<file path="config.mk">
export PLATFORM = sky130hd
export DESIGN_NAME = integer_field_formatter_unit
export DESIGN_NICKNAME = d
export VERILOG_FILES = /design/src/rtl/intfmt_pkg.sv /design/src/rtl/intfmt_conv.sv /design/src/rtl/intfmt_emit.sv /design/src/rtl/integer_field_formatter_unit.sv
export VERILOG_INCLUDE_DIRS = /design/src /design/src/rtl
export SDC_FILE = /design/constraint.sdc
export NUM_CORES = 1
export LEC_CHECK = 0
export BUFFER_PORTS_ARGS = -buffer_cell sky130_fd_sc_hd__clkbuf_2
export CORE_ASPECT_RATIO = 1.2
export CORE_MARGIN = 2
export CORE_UTILIZATION = 60
export DETAILED_ROUTE_END_ITERATION = 10
export PLACE_DENSITY = 0.9
export SYNTH_ARGS = -nofsm -noshare
export SYNTH_HDL_FRONTEND = slang
export SYNTH_HIERARCHICAL = 1
export SYNTH_SLANG_ARGS = --single-unit
</file>
<file path="constraint.sdc">
create_clock -name clk -period 5.4 [get_ports clk]
set_clock_uncertainty 0.2 [all_clocks]
set_input_delay 0 -clock clk [delete_from_list [all_inputs] [get_ports clk]]
set_output_delay 0 -clock clk [all_outputs]
set_load 0.01 [all_outputs]
</file>
<file path="src/rtl/integer_field_formatter_unit_defines.svh">
// Assertion macros for the formatter RTL (used by intfmt_emit).
`ifndef INTEGER_FIELD_FORMATTER_UNIT_DEFINES_SVH
`define INTEGER_FIELD_FORMATTER_UNIT_DEFINES_SVH

// Same-cycle implication.
`define INTFMT_ASSERT_IMPL(label, clk, rst, ante, cons, msg) \
  label: assert property (@(posedge clk) disable iff (rst) (ante) |-> (cons)) \
    else $error(msg);

// Next-cycle implication.
`define INTFMT_ASSERT_NEXT(label, clk, rst, ante, cons, msg) \
  label: assert property (@(posedge clk) disable iff (rst) (ante) |=> (cons)) \
    else $error(msg);

`endif

</file>
<file path="src/rtl/intfmt_pkg.sv">
`timescale 1ns / 1ps
package intfmt_pkg;

  localparam int VALUE_BITS = 32;
  localparam int MAX_WIDTH  = 64;

  // digit counts per base
  localparam int ND10 = ((VALUE_BITS * 1233) >> 12) + 1;
  localparam int ND8  = (VALUE_BITS + 2) / 3;
  localparam int ND16 = (VALUE_BITS + 3) / 4;
  localparam int ND2  = VALUE_BITS;

  // digit shift register: wide enough for every base, MSD at the top
  localparam int SR_A = 4 * ND10;
  localparam int SR_B = (3 * ND8 > SR_A) ? 3 * ND8 : SR_A;
  localparam int SR_C = (4 * ND16 > SR_B) ? 4 * ND16 : SR_B;
  localparam int SR_W = (ND2 > SR_C) ? ND2 : SR_C;

  localparam int LEN_W     = $clog2(ND2 + 1);
  localparam int W_W       = $clog2(MAX_WIDTH + 1);
  localparam int DAB_W     = $clog2(VALUE_BITS + 1);
  localparam int MAX_CHARS = (MAX_WIDTH > VALUE_BITS + 1) ? MAX_WIDTH : VALUE_BITS + 1;
  localparam int CNT_W     = $clog2(MAX_CHARS + 1);

  localparam logic [7:0] CH_ZERO  = 8'h30;
  localparam logic [7:0] CH_SPACE = 8'h20;
  localparam logic [7:0] CH_MINUS = 8'h2D;
  localparam logic [7:0] CH_LOWER = 8'h61;
  localparam logic [7:0] CH_UPPER = 8'h41;

  typedef enum logic [2:0] {
    K_SDEC = 3'd0,
    K_UDEC = 3'd1,
    K_OCT  = 3'd2,
    K_HEXL = 3'd3,
    K_HEXU = 3'd4,
    K_BIN  = 3'd5,
    K_CHAR = 3'd6
  } kind_t;

  typedef struct packed {
    logic             done;
    logic             neg;
    logic             fill_zero;
    logic             left;
    logic [LEN_W-1:0] len;
    logic [W_W-1:0]   width;
    logic [7:0]       chr;
  } conv_status_t;

  typedef struct packed {
    logic advance;
    logic finish;
  } emit_ctl_t;

  function automatic logic [3:0] top_digit(logic [SR_W-1:0] s, kind_t k);
    logic [3:0] d;
    case (k)
      K_OCT:   d = {1'b0, s[SR_W-1 -: 3]};
      K_BIN:   d = {3'b000, s[SR_W-1]};
      default: d = s[SR_W-1 -: 4];
    endcase
    return d;
  endfunction

  function automatic logic [SR_W-1:0] shift_digit(logic [SR_W-1:0] s, kind_t k);
    logic [SR_W-1:0] r;
    case (k)
      K_OCT:   r = s << 3;
      K_BIN:   r = s << 1;
      default: r = s << 4;
    endcase
    return r;
  endfunction

  function automatic logic [7:0] to_ascii(logic [3:0] d, logic upper);
    logic [7:0] c;
    if (d < 4'd10) begin
      c = CH_ZERO + {4'h0, d};
    end else begin
      c = (upper ? CH_UPPER : CH_LOWER) + {4'h0, d} - 8'd10;
    end
    return c;
  endfunction

endpackage

</file>
<file path="src/rtl/intfmt_conv.sv">
`timescale 1ns / 1ps
module intfmt_conv (
  input  logic                     clk,
  input  logic                     rst,
  input  logic                     req_valid,
  input  logic [2:0]               req_type,
  input  logic [31:0]              value,
  input  logic [6:0]               min_width,
  input  logic                     left_justify,
  input  logic                     zero_fill,
  output logic                     busy,
  input  intfmt_pkg::emit_ctl_t    ctl,
  output intfmt_pkg::conv_status_t st
);
  import intfmt_pkg::*;

  typedef enum logic [3:0] {
    C_IDLE   = 4'b0001,
    C_DABBLE = 4'b0010,
    C_SKIP   = 4'b0100,
    C_READY  = 4'b1000
  } cstate_t;

  cstate_t             state, state_next;
  kind_t               kind, kind_next;
  logic [SR_W-1:0]     sr, sr_next;
  logic [VALUE_BITS-1:0] bin, bin_next;
  logic [DAB_W-1:0]    cnt, cnt_next;
  logic [LEN_W-1:0]    len, len_next;
  logic [W_W-1:0]      width, width_next;
  logic                neg, neg_next;
  logic                fzero, fzero_next;
  logic                left, left_next;
  logic [7:0]          cbyte, cbyte_next;

  logic [VALUE_BITS-1:0] v, mag;
  kind_t                 kind_in;
  logic [W_W-1:0]        wsat;
  logic [SR_W-1:0]       adj, dab_sr;
  logic [3:0]            d;
  logic [3:0]            top;

  assign busy = (state != C_IDLE);
  assign top  = top_digit(sr, kind);

  // double-dabble step: +3 on digits of 5 and up, then shift a binary bit in
  always_comb begin
    adj = sr;
    for (int i = 0; i < ND10; i++) begin
      d = sr[SR_W-4*i-1 -: 4];
      if (d >= 4'd5) begin
        adj[SR_W-4*i-1 -: 4] = d + 4'd3;
      end
    end
    dab_sr = (adj << 1) | (SR_W'(bin[VALUE_BITS-1]) << (SR_W - 4*ND10));
  end

  always_comb begin
    v       = VALUE_BITS'(value);
    kind_in = kind_t'(req_type);
    mag     = (kind_in == K_SDEC && v[VALUE_BITS-1]) ? (~v + 1'b1) : v;
    wsat    = (int'(min_width) > MAX_WIDTH) ? W_W'(MAX_WIDTH) : W_W'(min_width);

    state_next = state;
    kind_next  = kind;
    sr_next    = sr;
    bin_next   = bin;
    cnt_next   = cnt;
    len_next   = len;
    width_next = width;
    neg_next   = neg;
    fzero_next = fzero;
    left_next  = left;
    cbyte_next = cbyte;

    case (state)
      C_IDLE: begin
        if (req_valid) begin
          kind_next  = kind_in;
          width_next = wsat;
          left_next  = left_justify;
          fzero_next = zero_fill && !left_justify && (kind_in != K_CHAR);
          neg_next   = 1'b0;
          cbyte_next = value[7:0];
          case (kind_in)
            K_SDEC, K_UDEC: begin
              bin_next   = mag;
              sr_next    = '0;
              cnt_next   = DAB_W'(VALUE_BITS);
              neg_next   = (kind_in == K_SDEC) && v[VALUE_BITS-1];
              state_next = C_DABBLE;
            end
            K_OCT: begin
              sr_next    = SR_W'(mag) << (SR_W - 3*ND8);
              len_next   = LEN_W'(ND8);
              state_next = C_SKIP;
            end
            K_HEXL, K_HEXU: begin
              sr_next    = SR_W'(mag) << (SR_W - 4*ND16);
              len_next   = LEN_W'(ND16);
              state_next = C_SKIP;
            end
            K_BIN: begin
              sr_next    = SR_W'(mag) << (SR_W - ND2);
              len_next   = LEN_W'(ND2);
              state_next = C_SKIP;
            end
            K_CHAR: begin
              len_next   = (value[7:0] != 8'h00) ? LEN_W'(1) : '0;
              state_next = C_READY;
            end
            default: ;  // unknown conversion: dropped
          endcase
        end
      end
      C_DABBLE: begin
        sr_next  = dab_sr;
        bin_next = bin << 1;
        cnt_next = cnt - 1'b1;
        if (cnt == DAB_W'(1)) begin
          len_next   = LEN_W'(ND10);
          state_next = C_SKIP;
        end
      end
      C_SKIP: begin
        if (top == 4'h0 && len > LEN_W'(1)) begin
          sr_next  = shift_digit(sr, kind);
          len_next = len - 1'b1;
        end else begin
          state_next = C_READY;
        end
      end
      C_READY: begin
        if (ctl.advance) begin
          sr_next = shift_digit(sr, kind);
        end
        if (ctl.finish) begin
          state_next = C_IDLE;
        end
      end
      default: state_next = C_IDLE;
    endcase
  end

  always_ff @(posedge clk) begin
    if (rst) begin
      state <= C_IDLE;
      cnt   <= '0;
      len   <= '0;
    end else begin
      state <= state_next;
      cnt   <= cnt_next;
      len   <= len_next;
    end
  end

  always_ff @(posedge clk) begin
    kind  <= kind_next;
    sr    <= sr_next;
    bin   <= bin_next;
    width <= width_next;
    neg   <= neg_next;
    fzero <= fzero_next;
    left  <= left_next;
    cbyte <= cbyte_next;
  end

  always_comb begin
    st.done      = (state == C_READY);
    st.neg       = neg;
    st.fill_zero = fzero;
    st.left      = left;
    st.len       = len;
    st.width     = width;
    st.chr       = (kind == K_CHAR) ? cbyte : to_ascii(top, kind == K_HEXU);
  end

endmodule

</file>
<file path="src/rtl/intfmt_emit.sv">
`timescale 1ns / 1ps
`include "integer_field_formatter_unit_defines.svh"
module intfmt_emit (
  input  logic                     clk,
  input  logic                     rst,
  input  intfmt_pkg::conv_status_t st,
  output intfmt_pkg::emit_ctl_t    ctl,
  output logic                     res_valid,
  input  logic                     res_stall,
  output logic [7:0]               out_char,
  output logic                     last
);
  import intfmt_pkg::*;

  typedef enum logic [1:0] {
    E_IDLE = 2'b01,
    E_RUN  = 2'b10
  } estate_t;

  estate_t          state;
  logic [CNT_W-1:0] remain;
  logic [CNT_W-1:0] pad_cnt;
  logic [LEN_W-1:0] txt_cnt;
  logic             sign_pend;
  logic             fill_zero;
  logic             left;

  logic [CNT_W-1:0] tot_text, pad_start;
  logic             sel_sign, sel_pad, sel_text;
  logic             load;
  logic [7:0]       ch;

  assign tot_text  = CNT_W'(st.len) + CNT_W'(st.neg);
  assign pad_start = (CNT_W'(st.width) > tot_text) ? CNT_W'(st.width) - tot_text : '0;

  // ordering: zero fill puts sign first, space fill after the pad, left pads last
  always_comb begin
    sel_sign = 1'b0;
    sel_pad  = 1'b0;
    sel_text = 1'b0;
    if (fill_zero) begin
      if (sign_pend)             sel_sign = 1'b1;
      else if (pad_cnt != '0)    sel_pad  = 1'b1;
      else                       sel_text = 1'b1;
    end else if (!left) begin
      if (pad_cnt != '0)         sel_pad  = 1'b1;
      else if (sign_pend)        sel_sign = 1'b1;
      else                       sel_text = 1'b1;
    end else begin
      if (sign_pend)             sel_sign = 1'b1;
      else if (txt_cnt != '0)    sel_text = 1'b1;
      else                       sel_pad  = 1'b1;
    end
    if (sel_sign)      ch = CH_MINUS;
    else if (sel_pad)  ch = fill_zero ? CH_ZERO : CH_SPACE;
    else               ch = st.chr;
  end

  assign load        = (state == E_RUN) && (remain != '0) && (!res_valid || !res_stall);
  assign ctl.advance = load && sel_text;
  assign ctl.finish  = (state == E_RUN) && (remain == '0);

  always_ff @(posedge clk) begin
    if (rst) begin
      state     <= E_IDLE;
      remain    <= '0;
      pad_cnt   <= '0;
      txt_cnt   <= '0;
      sign_pend <= 1'b0;
      res_valid <= 1'b0;
    end else begin
      case (state)
        E_IDLE: begin
          if (st.done) begin
            remain    <= pad_start + tot_text;
            pad_cnt   <= pad_start;
            txt_cnt   <= st.len;
            sign_pend <= st.neg;
            state     <= E_RUN;
          end
        end
        E_RUN: begin
          if (ctl.finish) begin
            state <= E_IDLE;
          end
          if (load) begin
            remain <= remain - 1'b1;
            if (sel_sign) sign_pend <= 1'b0;
            if (sel_pad)  pad_cnt   <= pad_cnt - 1'b1;
            if (sel_text) txt_cnt   <= txt_cnt - 1'b1;
          end
        end
        default: state <= E_IDLE;
      endcase
      if (load) begin
        res_valid <= 1'b1;
      end else if (!res_stall) begin
        res_valid <= 1'b0;
      end
    end
  end

  always_ff @(posedge clk) begin
    if (state == E_IDLE && st.done) begin
      fill_zero <= st.fill_zero;
      left      <= st.left;
    end
    if (load) begin
      out_char <= ch;
      last     <= (remain == CNT_W'(1));
    end
  end

  `INTFMT_ASSERT_IMPL(a_adv_done, clk, rst, ctl.advance, st.done, "text advanced without digits")
  `INTFMT_ASSERT_IMPL(a_fin_drain, clk, rst, ctl.finish, (pad_cnt == '0 && txt_cnt == '0 && !sign_pend), "field closed with characters left")
  `INTFMT_ASSERT_IMPL(a_fin_last, clk, rst, ctl.finish, (!res_valid || last), "field closed without last flag")

endmodule

</file>
<file path="src/rtl/integer_field_formatter_unit.sv">
`timescale 1ns / 1ps
// Integer field formatter: takes one conversion request (signed/unsigned
// decimal, octal, lower/upper hex, binary or char) and streams the padded
// ASCII field one character per cycle while the output is not stalled,
// last set on the final character. A request is accepted only while the
// unit is idle. Per request the unit takes it, runs the double-dabble loop
// for decimal kinds, skips leading zero digits (at most 9 decimal, 10
// octal, 7 hex, 31 binary) and leaves the skip, starts emission, then
// sends each character (width, or text plus sign if longer) and closes
// the field. Rate is set by the bit-serial binary to BCD loop and the
// single character output register. Type 7 is taken and produces
// nothing; a char of 0 prints padding only.
module integer_field_formatter_unit (
  input  logic        clk,
  input  logic        rst,
  input  logic        req_valid,
  output logic        req_stall,
  input  logic [2:0]  req_type,
  input  logic [31:0] value,
  input  logic [6:0]  min_width,
  input  logic        left_justify,
  input  logic        zero_fill,
  output logic        res_valid,
  input  logic        res_stall,
  output logic [7:0]  out_char,
  output logic        last
);
  import intfmt_pkg::*;

  conv_status_t st;   // conversion result, held until the field is closed
  emit_ctl_t    ctl;  // digit advance and field close from the emitter
  logic         busy;

  // stall while a request is being converted or emitted
  assign req_stall = busy;

  // value to digits: double dabble for decimal, direct shift for power-of-two
  intfmt_conv u_conv (
    .clk          (clk),
    .rst          (rst),
    .req_valid    (req_valid),
    .req_type     (req_type),
    .value        (value),
    .min_width    (min_width),
    .left_justify (left_justify),
    .zero_fill    (zero_fill),
    .busy         (busy),
    .ctl          (ctl),
    .st           (st)
  );

  // sign, padding and text sequencing into the output register
  intfmt_emit u_emit (
    .clk       (clk),
    .rst       (rst),
    .st        (st),
    .ctl       (ctl),
    .res_valid (res_valid),
    .res_stall (res_stall),
    .out_char  (out_char),
    .last      (last)
  );

endmodule

</file>
Yosys cells after proc, flatten, opt, wreduce, memory -nomap -nowiden --
Cells that the tools add are included. W data, S select, Z words.
Storage, ports and cells: output and inout port bits 11, register bits 144
Cells by class: equality and inequality tests 37, $add $sub $neg 22, bitwise gates (word level) 2, muxes and demuxes 80, reductions and logical operators 38, $lt $le $gt $ge 14
Operators with widths (number):
- $pmux W40 S4 | 1
- $mux W40 | 3
- $pmux W40 S3 | 1
- $mux W32 | 3
- $pmux W40 S2 | 1
- $pmux W32 S2 | 1
- $mux W6 | 9
- $mux W4 | 13
- $mux W7 | 6
- $ge A4 B3 Y1 const B | 10
- $or A40 B1 Y40 | 1
- $add A4 B2 Y4 const B | 9
- $add A32 B1 Y32 const B | 1
- $not A32 Y32 | 1
- $pmux W7 S2 | 2
- $mux W1 | 24
- $mux W8 | 3
- $pmux W6 S2 | 2
- $pmux W6 S4 | 1
- $eq A3 B3 Y1 const B | 6
- $pmux W6 S3 | 1
- $sub A6 B1 Y6 const B | 3
- $ne A2 B1 Y1 const B | 8
- $pmux W4 S4 | 1
- 53 further kinds | 82

Logic depth before layout (Yosys ltp) --
Gate-level depths: netlist of the first run.
depth in word-level cells 8, gate-level depth with buffers 23

Hierarchy --
Netlist of the first run, hierarchy kept.
By module, submodules not included:
- intfmt_conv | cells an instance 823, sequential area each 3113.0 um2, area each 7577.3 um2, instances 1
- intfmt_emit | cells an instance 321, sequential area each 810.8 um2, area each 2677.6 um2, instances 1

Worst setup path after synthesis of the first run --
Ideal clock, no wire load.
kind register to register, start register u_conv.kind[2], end register u_conv.sr[0] (enable), path buffers 2, path slack 912 ps, data arrival time 3837 ps, clock period less this slack 4488 ps, data required time 4749 ps, cell stages (with the launch flop) 10, cell sequence edfxtp_1 > clkbuf_1 > and3b_1 > clkbuf_1 > nor2_1 > a22o_1 > inv_1 > ha_1 > a31oi_2 > a21oi_1
Between the ends: cells in the longest elaborated chain, start to end 6
RTL lines:
- start: declaration | RTL line intfmt_conv.sv:25 | kind_t kind, kind_next;
- start signal: assignment | RTL line intfmt_conv.sv:158 | kind <= kind_next;
- $eq A3 B3 Y1 / $eq A3 B2 Y1 (equally long branches) | RTL line intfmt_pkg.sv:58 | case (k)
- $pmux W4 S2 * | RTL line intfmt_pkg.sv:58
- $logic_not A4 Y1 * | RTL line intfmt_conv.sv:126 | if (top == 4'h0 && len > LEN_W'(1)) begin
- $logic_and A1 B1 Y1 * | RTL line intfmt_conv.sv:126
- $ne A2 B1 Y1 (no line) *
- $reduce_and A5 Y1 (no line) *
- end signal: assignment | RTL line intfmt_conv.sv:159 | sr <= sr_next;
- end: declaration | RTL line intfmt_conv.sv:26 | logic [SR_W-1:0] sr, sr_next;
Mark *: on every way between the ends. The rest lies on a longest branch, timed or not. A chain may end at the register's enable or synchronous reset.

Final worst setup path of the first run --
start register u_conv.len[0], end register u_emit.remain[6]
Between the ends: cells in the longest elaborated chain, start to end 6
RTL lines:
- start: declaration | RTL line intfmt_conv.sv:29 | logic [LEN_W-1:0] len, len_next;
- start signal: assignment | RTL line intfmt_conv.sv:153 | len <= len_next;
- $add A6 B1 Y7 * | RTL line intfmt_emit.sv:33 | assign tot_text = CNT_W'(st.len) + CNT_W'(st.neg);
- $sub A7 B7 Y7 / $gt A7 B7 Y1 (equally long branches) | RTL line intfmt_emit.sv:34 | assign pad_start = (CNT_W'(st.width) > tot_text) ? CNT_W'(st.width) - tot_text : '0;
- $mux W7 | RTL line intfmt_emit.sv:34
- $add A7 B7 Y7 * | RTL line intfmt_emit.sv:75 | remain <= pad_start + tot_text;
- $mux W7 * | RTL line intfmt_emit.sv:74 | if (st.done) begin
- $pmux W7 S2 * | RTL line intfmt_emit.sv:72 | case (state)
- end signal: assignment | RTL line intfmt_emit.sv:75
- end signal: assignment | RTL line intfmt_emit.sv:87 | remain <= remain - 1'b1;
- end: declaration | RTL line intfmt_emit.sv:21 | logic [CNT_W-1:0] remain;
Mark *: on every way between the ends. The rest lies on a longest branch, timed or not. The select of a mux whose other input is x is not followed.

==> results.json, run 1 <==
{
  "tritoncts": "built",
  "ios": 59,
  "synth_top_cells_by_area": "edfxtp_1, dfxtp_1, a21oi_1",
  "peakVddDrop_v": 0.0002226,
  "grt_pass1_vias": 9272,
  "critPathLaunchType": "flip-flop",
  "power.density_nw_per_um2": 382.0,
  "min_path_type": "input port to flip-flop",
  "worstSetupPathType": "flip-flop to flip-flop",
  "r2r-start": "u_conv/len[0]$_SDFFE_PP0P_",
  "root_buffer": "clkbuf_16",
  "yosysMostFrequentCell": "a21oi_1",
  "place_area_um2": 10680,
  "critPathLaunch": "u_conv/len[0]$_SDFFE_PP0P_",
  "synth_edf_count": 104,
  "fin_crit_ns": 4.879,
  "insertion_delay_ns": 0.44,
  "rr_endpoint": "u_emit/remain[6]$_SDFFE_PP0P_",
  "grt_setup_unrepaired": "false",
  "synth_nets": 1238,
  "finalCritPeriodShare": 0.9036,
  "gp_congestion": 0.9237,
  "cts_buffers": 17,
  "die_y_um": 147.2,
  "synth_top_cell_by_area": "edfxtp_1",
  "dpl_worst_slack_ns": 0.6728,
  "status": "completed",
  "tightest_slew_ns": 1.235,
  "r2r_slack_ns": 0.52,
  "leakage_nw": 4.459,
  "cp_max_fo": 8,
  "grt_pass1_wl_mm": 45.16,
  "core_region_area_um2": 16790,
  "syn_to_final_growth_pct": 15.12,
  "viasPerCell": 6.638,
  "reg2regPathDepth": 21,
  "io_buffers": 58,
  "syn_inst": 1144,
  "cts.sinks": 144,
  "hold_viol": 0,
  "groute.usage.overall": 0.3155,
  "diodes": 0,
  "layout_setup_ws_ns": 0.5206,
  "grt_antenna_before_repair": 0,
  "via_count": 9645,
  "synth_warnings": 6,
  "dieWidth_um": 123.3,
  "required_ns": 5.55,
  "cts_setup_buffers": 0,
  "hpwl_mm": 18.86,
  "hold_path_depth": 2,
  "synthTopCellsByCount": "a21oi_1, nor2_1, edfxtp_1",
  "layout-drive-gt1-share": 0.1124,
  "first_pass_iters": 6,
  "drv_cap": 0,
  "crit_path_end_kind": "flip-flop",
  "rows": 52,
  "syn_area_um2": 10250,
  "yosysSeqAreaShare": 0.3826,
  "syn_avg_cell_area_um2": 8.964,
  "final_nets": 1318,
  "postSynthRegisterBits": 144,
  "stdcell_area_um2": 11810,
  "grt_start_max_net_pins": 74,
  "drtIter0Drc": 1158,
  "slew_viol_final": 0,
  "fin_tns_setup_ns": 0,
  "ant_nets": 0,
  "synth_top_area_frac": 0.3045,
  "drc": 0,
  "fmax_mhz": 204.9,
  "synth_cell_types": 96,
  "clock_tree.buffer_depth": 2,
  "routedWlPerCell_um": 19.64,
  "critPathArrivalTime_ns": 5.03,
  "start_util": 0.6109,
  "max_slew_margin": 0.1766,
  "critPathCapture": "u_emit/remain[6]$_SDFFE_PP0P_",
  "overflow": 0,
  "setup_violations": 0,
  "timing.hold.ws_ns": 0.1345,
  "dieArea_um2": 18160,
  "path_clk_slew_ns": 0.07,
  "synth-async-reset-ratio": 0,
  "wl_mm": 28.54,
  "htreeDepth": 4,
  "ys.flop_type": "edfxtp_1"
}
registers in the layout (all words and copies together), names as in the netlist, 2 cells and up:
signal	flops
u_conv/sr	40
u_conv/bin	32
u_conv/cbyte	8
u_emit/out_char	8
u_conv/width	7
u_emit/pad_cnt	7
u_emit/remain	7
u_conv/cnt	6
u_conv/len	6
u_emit/txt_cnt	6
u_conv/state	4
u_conv/kind	3
u_emit/state	2
layer usage:
layer | global-route usage | wire (µm)
met5 | 0 | 0
met4 | 0.1733 | 1360
met3 | 0.05008 | 1807
met2 | 0.5478 | 14530
met1 | 0.3656 | 10850
metrics by stage:
| step | total power, mW | utilization | cells |
|---|---|---|---|
| global route | 4.746 | 0.7033 | 1453 |
| global placement | 3.250 | 0.6360 | 1363 |
| finish | 4.510 | 0.7033 | 1453 |
| detailed placement | 3.304 | 0.6360 | 1363 |
| CTS | 4.469 | 0.7033 | 1453 |
| floorplan | 2.878 | - | 1144 |
worst min path at each step:
stage / start / endpoint / slack [ns]
global placement: value[1] / u_conv/cbyte[1]$_DFFE_PP_ / 0.01
detailed placement: value[1] / u_conv/cbyte[1]$_DFFE_PP_ / 0.02
CTS: rst / u_emit/remain[2]$_SDFFE_PP0P_ / 0.11
global route: value[1] / u_conv/cbyte[1]$_DFFE_PP_ / 0.15
finish: rst / u_emit/remain[2]$_SDFFE_PP0P_ / 0.13
floorplan: rst / u_emit/pad_cnt[4]$_SDFFE_PP0P_ / -0.12
cells by family (layout without fill, tap and decap cells):
logic type                 after synthesis  count (layout)  synth area share
buffers and inverters                  139             232           0.05307
xor gates and xnor gates                65              65           0.05918
and+or+nand+nor                        346             346            0.1767
muxes                                   14              14           0.01379
adders and majority gates               48              48           0.05966
AOI/OAI and AO/OA                      388             388            0.2550
DFF                                    144             144            0.3826
power by group:
group	internal (mW)	switching, mW
Clock	0.630	0.477
Combinational	0.714	1.01
Sequential	1.44	0.238
what timing repair did:
action,in CTS,in global routing
hold buffers,58,0
endpoints found under the hold margin,87,0
resized for setup,0,0
cell usage in the layout (no fill, tap or decap), types with 40 or more instances in the layout:
cell / instances
xnor2_1: 46
ha_1: 44
edfxtp_1: 104
clkbuf_2: 58
nor2_1: 108
nand2_1: 62
dfxtp_1: 40
o21ai_0: 60
a21oi_1: 123
dlygate4sd3_1: 58
inv_1: 68
cell type report:
| type | count | area [µm²] |
|---|---|---|
| clock buffer | 18 | 429.2 |
| inverter | 69 | 259.0 |
| timing repair buffer | 131 | 983.4 |
| fill | 1179 | 4981 |
| multi-input combinational | 861 | 5821 |
| sequential | 144 | 3924 |
| clock inverter | 14 | 118.9 |
| tap | 216 | 270.3 |
critical path: stages (launching register included):
cell,delay (ns)
dfxtp_1,0.48
ha_1,0.31
ha_1,0.24
xor2_1,0.26
inv_1,0.07
ha_1,0.35
nand3_1,0.13
o21ai_1,0.33
maj3_2,0.32
a21oi_1,0.07
nor2_1,0.14
ha_1,0.19
inv_1,0.05
fa_1,0.39
nor2b_1,0.14
o21ai_0,0.11
nand2b_1,0.13
a21oi_1,0.10
o21a_1,0.19
a21oi_1,0.14
xor3_1,0.24
a211oi_2,0.21
Note: power is estimated with default switching activity, not from simulation.
==> inputs of run 2 (changes only) <==
--- a/config.mk
+++ b/config.mk
@@ -6,12 +6,14 @@
 export SDC_FILE = /design/constraint.sdc
 export NUM_CORES = 1
 export LEC_CHECK = 0
+export ABC_CLOCK_PERIOD_IN_PS = 5400
 export BUFFER_PORTS_ARGS = -buffer_cell sky130_fd_sc_hd__clkbuf_2
 export CORE_ASPECT_RATIO = 1.2
 export CORE_MARGIN = 2
 export CORE_UTILIZATION = 60
 export DETAILED_ROUTE_END_ITERATION = 10
-export PLACE_DENSITY = 0.9
+export MAX_ROUTING_LAYER = met4
+export PLACE_DENSITY = 0.82
 export SYNTH_ARGS = -nofsm -noshare
 export SYNTH_HDL_FRONTEND = slang
 export SYNTH_HIERARCHICAL = 1
==> run 2 against run 1 <==
  * Critical path depth rose by 1
  * Critical endpoint unchanged
  * Setup slack improved by 0.0093 ns
  * Wire length fell by 1.5%
  * Cell area rose by 0.46%
  * Core utilization rose by 0.32 points
==> results.json, run 2 (synthesized netlist as in run 1, its figures left out) <==
{
  "hold_viol": 0,
  "layout_common_cells": "a21oi_1, nor2_1, edfxtp_1",
  "clock_tree.buffer_depth": 2,
  "core_region_area_um2": 16790,
  "viasPerCell": 6.544,
  "final_nets": 1315,
  "slowest_stage": "dfxtp_1",
  "cts_buffers": 17,
  "insertion_delay_ns": 0.44,
  "worstSetupPathType": "flip-flop to flip-flop",
  "status": "completed",
  "max_slew_margin": 0.2749,
  "htreeDepth": 4,
  "die_y_um": 147.2,
  "timing.hold.ws_ns": 0.1293,
  "slew_viol_final": 0,
  "finalNonFillerCells": 1450,
  "fmax_mhz": 205.3,
  "fin_crit_ns": 4.870,
  "tightest_slew_ns": 1.088,
  "drv_cap": 0,
  "wl_mm": 28.12,
  "path_common_cell": "ha_1",
  "rows": 52,
  "root_buffer": "clkbuf_16",
  "path_cells": "ha_1 -> ha_1 -> nand2_1 -> xnor2_1 -> inv_1 -> ha_1 -> nand3_1 -> o21ai_1 -> maj3_2 -> a21oi_1 -> nor2_1 -> ha_1 -> inv_1 -> fa_1 -> nor2b_1 -> o21ai_0 -> nand2b_1 -> a21oi_1 -> o21a_1 -> a21oi_1 -> xor3_1 -> a211oi_2",
  "cts.sinks": 144,
  "diodes": 0,
  "cp_top_family": "adder cells",
  "overflow": 0,
  "critPathLaunchType": "flip-flop",
  "slowest_delay_ns": 0.47,
  "min_path_type": "input port to flip-flop",
  "io_buffers": 58,
  "placed_cells_incl_taps": 1362,
  "start_util": 0.6109,
  "fin_tns_setup_ns": 0,
  "syn_to_final_growth_pct": 15.64,
  "gp_congestion": 0.9628,
  "power.density_nw_per_um2": 390.6,
  "layout-drive-gt1-share": 0.1102,
  "crit_buf_inv": 2,
  "critPathArrivalTime_ns": 5.02,
  "via_count": 9489,
  "ant_nets": 0,
  "tritoncts": "built",
  "peakVddDrop_v": 0.0002218,
  "leakage_nw": 4.487,
  "routedWlPerCell_um": 19.39,
  "hpwl_mm": 18.66,
  "finalCritPeriodShare": 0.9019,
  "dieArea_um2": 18160,
  "cp_max_fo": 8,
  "regMostFlops": "u_conv/sr",
  "reg_top3": "u_conv/sr (40), u_conv/bin (32)",
  "grt_antenna_before_repair": 0,
  "layout_commonest_cell": "a21oi_1",
  "groute.usage.overall": 0.3221,
  "setup_violations": 0,
  "grt_setup_unrepaired": "false",
  "path_clk_slew_ns": 0.06,
  "required_ns": 5.55,
  "crit_path_end_kind": "flip-flop",
  "grt_pass1_wl_mm": 44.80,
  "cts_resized": 0,
  "grt_start_max_net_pins": 48,
  "largest_register_ffs": 40,
  "dieWidth_um": 123.3,
  "drc": 0,
  "drtIter0Drc": 985,
  "ios": 59,
  "first_pass_iters": 7,
  "grt_pass1_vias": 9079
}
==> run 2: area by class of cell <==
type / instances / area, µm²
multi-input combinational: 861 / 5821
fill: 1263 / 4927
sequential: 144 / 3924
timing repair buffer: 128 / 955.9
clock buffer: 24 / 504.2
tap: 216 / 270.3
inverter: 69 / 259.0
clock inverter: 8 / 125.1
==> run 2: power by group <==
part           switching (mW)  total [mW]  leakage, nW  internal, mW
Clock                   0.476        1.27        0.305         0.795
Sequential              0.229        1.68         1.30          1.45
Combinational           0.984        1.69         2.88         0.702
==> run 2: final timing paths <==
kind / start / end / slack (ns) / cells past startpoint
max: u_conv/len[0]$_SDFFE_PP0P_ / u_emit/remain[6]$_SDFFE_PP0P_ / 0.53 / 22
min: rst / u_emit/remain[2]$_SDFFE_PP0P_ / 0.13 / 2
max reg2reg: u_conv/len[0]$_SDFFE_PP0P_ / u_emit/remain[6]$_SDFFE_PP0P_ / 0.53 / 22
min reg2reg: u_conv/left$_DFFE_PP_ / u_emit/left$_DFFE_PP_ / 0.22 / 0
==> run 2: timing repair <==
item                                   CTS  global route
setup buffers                            0             0
endpoints found under the hold margin   85             0
hold buffers                            56             0
==> run 2: metrics by stage <==
step	utilization	total power [mW]	cell area (µm²)	worst slack [ns]
floorplan	-	2.878	10250	0.9124
global placement	0.6356	3.239	10670	0.6926
detailed placement	0.6356	3.282	10670	0.5637
CTS	0.7065	4.595	11860	0.5431
global route	0.7065	4.864	11860	0.1728
finish	0.7065	4.632	11860	0.5299
==> run 2: layer usage <==
layer | vias up | wire, µm | part of all wire | global-route usage
li1 | 4444 | - | - | -
met1 | 4493 | 10820 | 0.38 | 0.3609
met2 | 438 | 14090 | 0.50 | 0.5382
met3 | 114 | 1752 | 0.062 | 0.05668
met4 | 0 | 1449 | 0.052 | 0.1756
met5 | - | 0 | 0 | -
